### src/hdl/tkns_pkg.sv
// ----------------------------------------------------------------------------
// tkns_pkg
// shared constants and types for the top-k nearest selector
// ----------------------------------------------------------------------------
package tkns_pkg;

    localparam int K_MAX       = 16;
    localparam int INDEX_WIDTH = 16;
    localparam int DIST_W      = 32;
    localparam int KEEP_W      = 5;
    // fill count holds 0..K_MAX
    localparam int FILL_W      = $clog2(K_MAX + 1);
    // width for comparing the fill count against the keep count
    localparam int CMP_W       = (FILL_W > KEEP_W) ? FILL_W : KEEP_W;

    typedef struct packed {
        logic [INDEX_WIDTH-1:0] index;
        logic [DIST_W-1:0]      dist_code;
    } entry_t;

    // per-cycle command broadcast to every cell
    typedef struct packed {
        logic insert;     // place the candidate, cells behind it move right
        logic shift_out;  // readout, every cell takes its right neighbor
    } cell_ctl_t;

    typedef enum logic {
        ST_COLLECT,
        ST_DRAIN
    } tkns_state_t;

endpackage

### src/hdl/top_k_nearest_selector_unit.sv
// ----------------------------------------------------------------------------
// top_k_nearest_selector_unit
// keeps the k closest of a candidate stream and reads them out sorted
// ----------------------------------------------------------------------------
// Candidates are taken one word per cycle while collecting: each one is
// compared against every slot of a chain of K_MAX cells in the same cycle,
// and the chain shifts right behind its insertion point, so the store is
// always sorted by ascending distance (equal distances in arrival order).
// Until k entries are held every candidate is kept; after that a candidate
// only gets in when strictly closer than the current worst, which then
// falls off the end of the chain. A word with is_final set is offered like
// any other, then the unit drains: the chain shifts left one cell per cycle
// into the output register whenever it is free, so that sink stalls hold
// the drain back; each entry held gives one result word. No candidate
// is accepted during the drain. keep_count is sampled on every offer; 0
// acts as 1 and values above K_MAX act as K_MAX. Lowering it in the middle
// of a query drops nothing already held.
// ----------------------------------------------------------------------------
module top_k_nearest_selector_unit import tkns_pkg::*; (
    input  logic              aclk,
    input  logic              aresetn,
    // configuration
    input  logic              cfg_we,
    input  logic [KEEP_W-1:0] cfg_wdata,
    // candidate words
    input  logic              s_valid,
    output logic              s_ready,
    input  logic [15:0]       s_cand_index,
    input  logic [DIST_W-1:0] s_cand_dist,
    input  logic              s_is_final,
    // neighbor words
    output logic              m_valid,
    input  logic              m_ready,
    output logic [15:0]       m_near_index,
    output logic [DIST_W-1:0] m_near_dist,
    output logic [3:0]        m_near_rank,
    output logic              m_run_end
);

    // configuration register
    logic [KEEP_W-1:0] keep_count_reg;

    always_ff @(posedge aclk) begin
        if (!aresetn) begin
            keep_count_reg <= KEEP_W'(1);
        end else if (cfg_we) begin
            keep_count_reg <= cfg_wdata;
        end
    end

    // effective k, clamped to 1..K_MAX
    logic [CMP_W-1:0] keep_ext;
    logic [CMP_W-1:0] eff_k;

    always_comb begin
        keep_ext = CMP_W'(keep_count_reg);
        if (keep_ext == CMP_W'(0)) begin
            eff_k = CMP_W'(1);
        end else if (keep_ext > CMP_W'(K_MAX)) begin
            eff_k = CMP_W'(K_MAX);
        end else begin
            eff_k = keep_ext;
        end
    end

    // control state
    tkns_state_t       state_reg, state_next;
    logic [FILL_W-1:0] fill_reg, fill_next;
    logic [FILL_W-1:0] rank_reg, rank_next;

    // output register
    logic   m_valid_reg, m_valid_next;
    entry_t m_entry_reg, m_entry_next;
    logic [FILL_W-1:0] m_rank_reg, m_rank_next;
    logic   m_end_reg, m_end_next;

    // chain wiring
    entry_t       cand;
    entry_t       cell_entry [K_MAX];
    logic [K_MAX-1:0] after_vec;
    logic [K_MAX-1:0] worse_vec;
    logic [K_MAX-1:0] occ_vec;
    cell_ctl_t    ctl;

    logic take;
    logic below_k;
    logic replace_ok;
    logic out_free;
    logic drain_step;

    assign cand.index     = INDEX_WIDTH'(s_cand_index);
    assign cand.dist_code = s_cand_dist;

    assign take       = s_valid && s_ready;
    assign below_k    = CMP_W'(fill_reg) < eff_k;
    // sorted chain: any occupied slot farther means the worst one is farther
    assign replace_ok = |worse_vec;
    assign out_free   = !m_valid_reg || m_ready;

    // handshake and chain commands
    always_comb begin
        s_ready       = 1'b0;
        drain_step    = 1'b0;
        ctl.insert    = 1'b0;
        ctl.shift_out = 1'b0;
        case (state_reg)
            ST_COLLECT: begin
                s_ready    = 1'b1;
                ctl.insert = take && (below_k || replace_ok);
            end
            ST_DRAIN: begin
                drain_step    = out_free;
                ctl.shift_out = out_free;
            end
            default: begin
                s_ready = 1'b0;
            end
        endcase
    end

    // next state and counters
    always_comb begin
        state_next = state_reg;
        fill_next  = fill_reg;
        rank_next  = rank_reg;
        case (state_reg)
            ST_COLLECT: begin
                if (take && below_k) begin
                    fill_next = fill_reg + FILL_W'(1);
                end
                if (take && s_is_final) begin
                    state_next = ST_DRAIN;
                    rank_next  = '0;
                end
            end
            ST_DRAIN: begin
                if (drain_step) begin
                    fill_next = fill_reg - FILL_W'(1);
                    rank_next = rank_reg + FILL_W'(1);
                    if (fill_reg == FILL_W'(1)) begin
                        state_next = ST_COLLECT;
                    end
                end
            end
            default: begin
                state_next = ST_COLLECT;
            end
        endcase
    end

    // output register, loaded from the head of the chain
    always_comb begin
        m_valid_next = m_valid_reg;
        m_entry_next = m_entry_reg;
        m_rank_next  = m_rank_reg;
        m_end_next   = m_end_reg;
        if (drain_step) begin
            m_valid_next = 1'b1;
            m_entry_next = cell_entry[0];
            m_rank_next  = rank_reg;
            m_end_next   = (fill_reg == FILL_W'(1));
        end else if (m_ready) begin
            m_valid_next = 1'b0;
        end
    end

    always_ff @(posedge aclk) begin
        if (!aresetn) begin
            state_reg   <= ST_COLLECT;
            fill_reg    <= '0;
            rank_reg    <= '0;
            m_valid_reg <= 1'b0;
        end else begin
            state_reg   <= state_next;
            fill_reg    <= fill_next;
            rank_reg    <= rank_next;
            m_valid_reg <= m_valid_next;
        end
    end

    // payload needs no reset
    always_ff @(posedge aclk) begin
        m_entry_reg <= m_entry_next;
        m_rank_reg  <= m_rank_next;
        m_end_reg   <= m_end_next;
    end

    assign m_valid      = m_valid_reg;
    assign m_near_index = 16'(m_entry_reg.index);
    assign m_near_dist  = m_entry_reg.dist_code;
    assign m_near_rank  = 4'(m_rank_reg);
    assign m_run_end    = m_end_reg;

    // the chain of cells, slot 0 nearest
    for (genvar i = 0; i < K_MAX; i++) begin : g_cell
        logic   left_after;
        entry_t left_entry;
        entry_t right_entry;

        assign occ_vec[i] = FILL_W'(i) < fill_reg;

        if (i == 0) begin : g_head
            assign left_after = 1'b0;
            assign left_entry = cand;
        end else begin : g_body
            assign left_after = after_vec[i-1];
            assign left_entry = cell_entry[i-1];
        end

        if (i == K_MAX - 1) begin : g_tail
            assign right_entry = cell_entry[i];
        end else begin : g_inner
            assign right_entry = cell_entry[i+1];
        end

        tkns_cell u_cell (
            .aclk        (aclk),
            .ctl         (ctl),
            .occupied    (occ_vec[i]),
            .cand        (cand),
            .left_entry  (left_entry),
            .left_after  (left_after),
            .right_entry (right_entry),
            .entry       (cell_entry[i]),
            .after       (after_vec[i]),
            .worse       (worse_vec[i])
        );
    end

endmodule

### src/hdl/tkns_cell.sv
// ----------------------------------------------------------------------------
// tkns_cell
// one slot of the sorted chain: holds an entry, compares it with the
// candidate and hands it to a neighbor on insert or readout
// ----------------------------------------------------------------------------
module tkns_cell import tkns_pkg::*; (
    input  logic      aclk,
    input  cell_ctl_t ctl,
    input  logic      occupied,
    input  entry_t    cand,
    input  entry_t    left_entry,
    input  logic      left_after,
    input  entry_t    right_entry,
    output entry_t    entry,
    output logic      after,
    output logic      worse
);

    entry_t entry_reg;
    entry_t entry_next;

    // strictly farther than the candidate, so ties stay ahead of it
    assign worse = occupied && (entry_reg.dist_code > cand.dist_code);
    // candidate belongs at or before this slot
    assign after = worse || !occupied;
    assign entry = entry_reg;

    always_comb begin
        entry_next = entry_reg;
        if (ctl.shift_out) begin
            entry_next = right_entry;
        end else if (ctl.insert) begin
            if (left_after) begin
                entry_next = left_entry;
            end else if (after) begin
                entry_next = cand;
            end
        end
    end

    always_ff @(posedge aclk) begin
        entry_reg <= entry_next;
    end

endmodule
### config.mk
export PLATFORM = sky130hd
export DESIGN_NAME = top_k_nearest_selector_unit
export DESIGN_NICKNAME = d
export VERILOG_FILES = /design/src/hdl/tkns_pkg.sv /design/src/hdl/top_k_nearest_selector_unit.sv /design/src/hdl/tkns_cell.sv
export SDC_FILE = /design/constraint.sdc
export NUM_CORES = 2
export LEC_CHECK = 0
export BUFFER_PORTS_ARGS = -buffer_cell sky130_fd_sc_hd__buf_4
export CAP_MARGIN = 20
export CORE_ASPECT_RATIO = 0.9
export CORE_MARGIN = 5
export CORE_UTILIZATION = 33
export CTS_BUF_LIST = sky130_fd_sc_hd__clkbuf_16
export CTS_CLUSTER_DIAMETER = 120
export DETAILED_ROUTE_END_ITERATION = 6
export PLACE_DENSITY = 0.55
export SYNTH_ARGS = -nofsm -noshare
export SYNTH_HDL_FRONTEND = slang
export SYNTH_SLANG_ARGS = --single-unit
### constraint.sdc
create_clock -name aclk -period 18.4 [get_ports aclk]
set_input_delay 1.84 -clock aclk [delete_from_list [all_inputs] [get_ports aclk]]
set_output_delay 1.84 -clock aclk [all_outputs]
set_load 0.005 [all_outputs]
Word level (Yosys, flattened, before mapping)
Index checks and enable logic that the tools add are counted.

word-level totals
  bits in registers = 838
  input bits = 59
  output and inout port bits = 55
  word-level logic and storage cells = 255

cells by class
  add/sub/neg operators = 3
  magnitude comparators = 34
  equality and inequality tests = 4
  multiplexer cells = 78
  bitwise logic cells = 2
  reduce and logical (&&, ||, !) cells = 93

operators with widths
  cell                                                                         count
  48-bit two-way mux                                                           61
  32-bit greater-than comparator                                               16
  3-bit nonzero test                                                           14
  4-bit by 5-bit less-than comparator with 1-bit output, first input constant  8
  2-bit AND reduction                                                          17
  5-bit two-way mux                                                            6
  1-bit logical AND                                                            20
  3-bit by 5-bit less-than comparator with 1-bit output, first input constant  4
  5-bit one-hot mux with 2 select lines                                        2
  1-bit logical OR                                                             18
  1-bit zero test                                                              17
  16-bit OR reduction                                                          1
  5-bit by 1-bit adder with 5-bit output, second input constant                2
  1-bit by 5-bit less-than comparator with 1-bit output, first input constant  2
  2-bit by 5-bit less-than comparator with 1-bit output, first input constant  2
  1-bit two-way mux                                                            8
  2-bit nonzero test                                                           4
  5-bit by 1-bit == test with 1-bit output, second input constant              1
  5-bit greater-than comparator, second input constant                         1
  5-bit zero test                                                              1
  5-bit less-than comparator                                                   1
  5-bit by 1-bit subtractor with 5-bit output, second input constant           1
  2-bit inequality test, second input constant                                 2
  3-bit AND reduction                                                          1
  other kinds (3)                                                              4

Depth between registers and ports, before layout
  depth in word-level cells = 9
  mapped depth = 14
  depth with buffers taken out = 12

Hierarchy
From an unflattened synthesis, not the netlist that was laid out.

unflattened totals
  cells, all modules = 5,447
  area, all modules = 55,498.2 sq um

modules (own cells, without submodules)
  module                       times used  cells each  area each (sq um)  seq. area each (sq um)
  tkns_cell                    16          328         3,295.7            1,441.4
  top_k_nearest_selector_unit  1           199         2,767.7            1,911.8

Worst setup path after synthesis
OpenSTA, ideal clock, no wires.

  path type = input port to flip-flop
  start = in s_cand_dist[30]
  end = reg g_cell[3].u_cell.entry_reg, in the netlist g_cell[3].u_cell.entry[0] (enable)
  setup time = 0.541 ns
  arrival time = 7.747 ns
  data required time = 17.859 ns
  setup slack = 10.112 ns
  stages = 11
  buffers on the path = 2
  cells stage by stage = inv_1 ha_1 nand4_1 nor4_1 a22oi_1 o211ai_1 a22oi_1 nor2b_1 clkbuf_1 buf_4 a311oi_1

on the way
  longest elaborated chain between the ends = 8
  elaborated cells between the ends (all ways) = 41
  classes of those cells = order compare (16); mux (1); reduce/logical (24)

RTL lines
  element                          RTL line                            text
  from (decl)                      top_k_nearest_selector_unit.sv:29   input logic [DIST_W-1:0] s_cand_dist,
  32-bit greater-than comparator   tkns_cell.sv:23                     assign worse = occupied && (entry_reg.dist_code > cand.dist_code);
  1-bit logical AND                tkns_cell.sv:23
  16-bit OR reduction              top_k_nearest_selector_unit.sv:97   assign replace_ok = |worse_vec;
  1-bit logical OR                 top_k_nearest_selector_unit.sv:109  ctl.insert = take && (below_k || replace_ok);
  1-bit logical AND                top_k_nearest_selector_unit.sv:109
  1-bit two-way mux                top_k_nearest_selector_unit.sv:106  case (state_reg)
  2-bit nonzero test (no line)     -
  2-bit AND reduction (no line) *  -
  to (signal assigned)             tkns_cell.sv:42                     entry_reg <= entry_next;
  to (decl)                        tkns_cell.sv:19                     entry_t entry_reg;

Every way passes the cells marked *; elsewhere a longest branch is shown, timed or not.
A chain may end at the register's enable or synchronous reset.

Worst setup path in the final report
  start = in s_cand_dist[30]
  end = reg g_cell[12].u_cell.entry_reg, in the netlist g_cell[12].u_cell.entry[19] (enable)

on the way
  longest elaborated chain between the ends = 8
  elaborated cells between the ends (all ways) = 41
  classes of those cells = order compare (16); mux (1); reduce/logical (24)

RTL lines
  element                          RTL line
  32-bit greater-than comparator   tkns_cell.sv:23
  1-bit logical AND                tkns_cell.sv:23
  16-bit OR reduction              top_k_nearest_selector_unit.sv:97
  1-bit logical OR                 top_k_nearest_selector_unit.sv:109
  1-bit logical AND                top_k_nearest_selector_unit.sv:109
  1-bit two-way mux                top_k_nearest_selector_unit.sv:106
  2-bit nonzero test (no line)     -
  2-bit AND reduction (no line) *  -
  to (signal assigned)             tkns_cell.sv:42
  to (decl)                        tkns_cell.sv:19

Marked as above.

==> results.md <==
* Number of global-route vias before repair at 37,860
* Most Used Layer, Global Route: met1
* Synth Flop Type: edfxtp_1
* Diode count at 0
* Min Tclk post-route at 7.100 ns
* CTS root buffer: clkbuf_16
* Crit-path max FO at 36
* Hold Crit Class: flop to flop
* Initial DRT Pass Iterations at 6
* Drc violations at 0
* GR Layer Usage met1 at 31.44%
* Via density at 5.601
* Syn_area_per_cell at 10.25 sq um
* Number of cell rows at 138
* Multi-input gate area at 0.02555 sq mm
* Ys Warns at 0
* TritonCTS clock tree: done
* Share of layout cells above drive strength 1 at 7.870%
* Peak supply drop at 99.59 uV
* Sequential area share after synthesis at 48.18%
* Core area at 0.1568 sq mm
* Asr flop ratio synth at 0%
* Post-DR wirelength/cell at 24.98 microns
* CTS Hold Bufs at 0
* Outcome: complete, no violations
* Final #Nets at 5,596
* Total CTS buffers at 98
* Pwr dens at 166.6 mW/mm^2
* Largest net degree at the start of global routing at 289
* Post-synth EDFFs at 821
* Setup bufs post-CTS at 0
* GR Util met3 at 3.744%
* RSZ-0062 raised after global routing: no
* Starting Density at 33.06%
* Max-Cap Viols at 0
* Max reg flops at 768
* Critical Path Source Type: input port
* Total gr overflow at 0
* I/O Pins at 114
* TNS Setup at 0 ns
* Post-synthesis register bit count at 837
* Detailed placement HPWL at 124,000 microns
* PortBufs at 113
* Clock Pin Slew Worst Setup and Hold Paths at 0.06 ns
* Hold slack final at 0.4527 ns
* Area occupied by registers at 0.02497 sq mm
* Slew Limit Fails at 0
* Worst-Skew Late Latency at 0.71 ns
* Period Utilization, post-route at 38.59%
* Fmax at 140.8 MHz
* Area growth, synth to finish at 11.77%
* Global-route wire length before repair at 260,000 microns
* Setup violators final at 0
* Vias at 40,300
* Worst-Margin Slew at 1.325 ns
* Post-CTS sizing at 0
* Syn_nets at 5,638
* Mapped Area at 0.05183 sq mm
* Final Hold Fails at 0
* Die area at 0.1651 sq mm
* Clock sink total at 837
* Leak at 22.49 nW
* CTS Buffer Depth at 3
* DRT iter0 DRCs at 4,502
* Layout Skew at 0.03210 ns
* RD Place Congestion at 0.9743
* Antenna Nets Post-Route at 0
* Global routing usage on met2 at 30.61%
* CP endpoint kind: flop
* Post-synthesis cell type count at 76
* H-tree levels at 3
* WS Path Type: input port to flop
* Fillers at 15,740
* Max_slew headroom at 11.64%
* GRT Util Overall at 21.08%
* Cells after Synth at 5,059
* CP arrival at 7.43 ns
* DIE WIDTH at 427.8 microns
* Worst endpoint required time at 18.73 ns
* Chip height at 386.0 microns
* Initial antenna violation count at 4
* WL final at 179,700 microns
[worst paths after layout]
| kind | startpoint | end | slack [ns] | cells after the start |
|---|---|---|---|---|
| setup / recovery | s_cand_dist[30] | g_cell[12].u_cell.entry[19] | 11.30 | 14 |
| hold / removal | g_cell[0].u_cell.entry[46] | m_near_index[14] | 0.45 | 0 |
| setup reg to reg | g_cell[13].u_cell.entry[15] | g_cell[12].u_cell.entry[19] | 12.73 | 12 |
| hold reg to reg | g_cell[0].u_cell.entry[46] | m_near_index[14] | 0.45 | 0 |
[stage by stage]
step | power, mW | cell area, sq um | utilization [%] | setup slack [ns] | cells
2_1_floorplan | 6.161 | 51830 | - | 10.11 | 5059
3_3_place_gp | 7.598 | 54820 | 34.97 | 10.71 | 7014
3_5_place_dp | 7.700 | 54820 | 34.97 | 10.65 | 7014
4_1_cts | 9.614 | 57860 | 36.91 | 11.41 | 7192
5_1_grt | 10.22 | 57940 | 36.95 | 11.24 | 7195
6_report | 9.653 | 57940 | 36.95 | 11.30 | 7195
[synthesized netlist by cell type, types with 16 or more instances]
| cell | instances | area [sq um] |
|---|---|---|
| a211oi_1 | 16 | 120.1 |
| a21o_1 | 44 | 330.3 |
| a21oi_1 | 379 | 1897 |
| and4_1 | 16 | 140.1 |
| buf_2 | 40 | 200.2 |
| clkbuf_1 | 266 | 998.5 |
| dfxtp_1 | 16 | 320.3 |
| edfxtp_1 | 821 | 24650 |
| ha_1 | 520 | 6506 |
| inv_1 | 71 | 266.5 |
| mux2_2 | 47 | 529.3 |
| mux2i_1 | 453 | 4534 |
| nand2_1 | 890 | 3341 |
| nand3_1 | 106 | 530.5 |
| nand4_1 | 101 | 631.9 |
| nor2_1 | 224 | 840.8 |
| nor2b_1 | 21 | 131.4 |
| nor3_1 | 33 | 165.2 |
| nor4_1 | 23 | 143.9 |
| o211ai_1 | 83 | 623.1 |
| o21ai_0 | 707 | 3538 |
[power breakdown]
part           internal, mW  total [mW]  switching, mW
logic                  1.24        3.55           2.30
registers              3.43        4.21          0.782
clock network          1.06        1.89          0.833
total                  5.74        9.65           3.92
[worst max-delay path, cell delays in order]
cell and delay [ns]:
buf_4 0.16, inv_1 0.71, ha_1 0.31, nand4_1 0.26
nor4_1 0.93, a22oi_1 0.22, o211ai_1 0.28, a22oi_1 0.25
a21oi_1 0.21, nor2_1 0.05, and3_1 0.21, buf_4 0.27
a211oi_4 0.85, buf_4 0.77
[cells in the final DEF (no fill, tap or decap), types with 8 or more instances in the layout]
cell       synthesis  routed
nand2_1          890     889
edfxtp_1         821     821
o21ai_0          707     705
ha_1             520     520
mux2i_1          453     453
a21oi_1          379     379
nor2_1           224     222
buf_4              5     178
nand3_1          106     106
inv_1             71     104
nand4_1          101     101
clkbuf_16          0     101
o211ai_1          83      83
mux2_2            47      47
a21o_1            44      44
nor3_1            33      31
nor4_1            23      23
nor2b_1           21      20
and4_1            16      16
a211oi_1          16      16
clkinv_1           0      16
dfxtp_1           16      16
clkinv_2           0      14
nand2b_1           9       9
and3_1            10       9
o21ai_1           13       8
a221o_1            8       8
or3_1              8       8
a221oi_1           8       8
and2_1             9       8
[cell type report]
class                           count  share of cell area, %
Timing Repair Buffer              184                  2.540
Clock inverter                     77                 0.8811
Clock buffer                      101                  4.362
Sequential cell                   837                  43.11
Multi-Input combinational cell   3824                  44.10
Inverter                           72                 0.4794
Tap cell                         2100                  4.535
[metal layers]
layer	vias to the layer above	share of wire (%)
met4	4	3.8
li1	18770	-
met3	248	8.2
met5	-	0.017
met1	19670	46
met2	1609	42
[cell families after synthesis]
group,share of synthesized area [%]
simple gates,12.30
fa+ha+maj,12.55
xor+xnor,0.06760
buf+inv,3.061
mux,9.769
flops,48.18
compound gates,14.07
No activity file was read; power rests on OpenSTA's default activity.
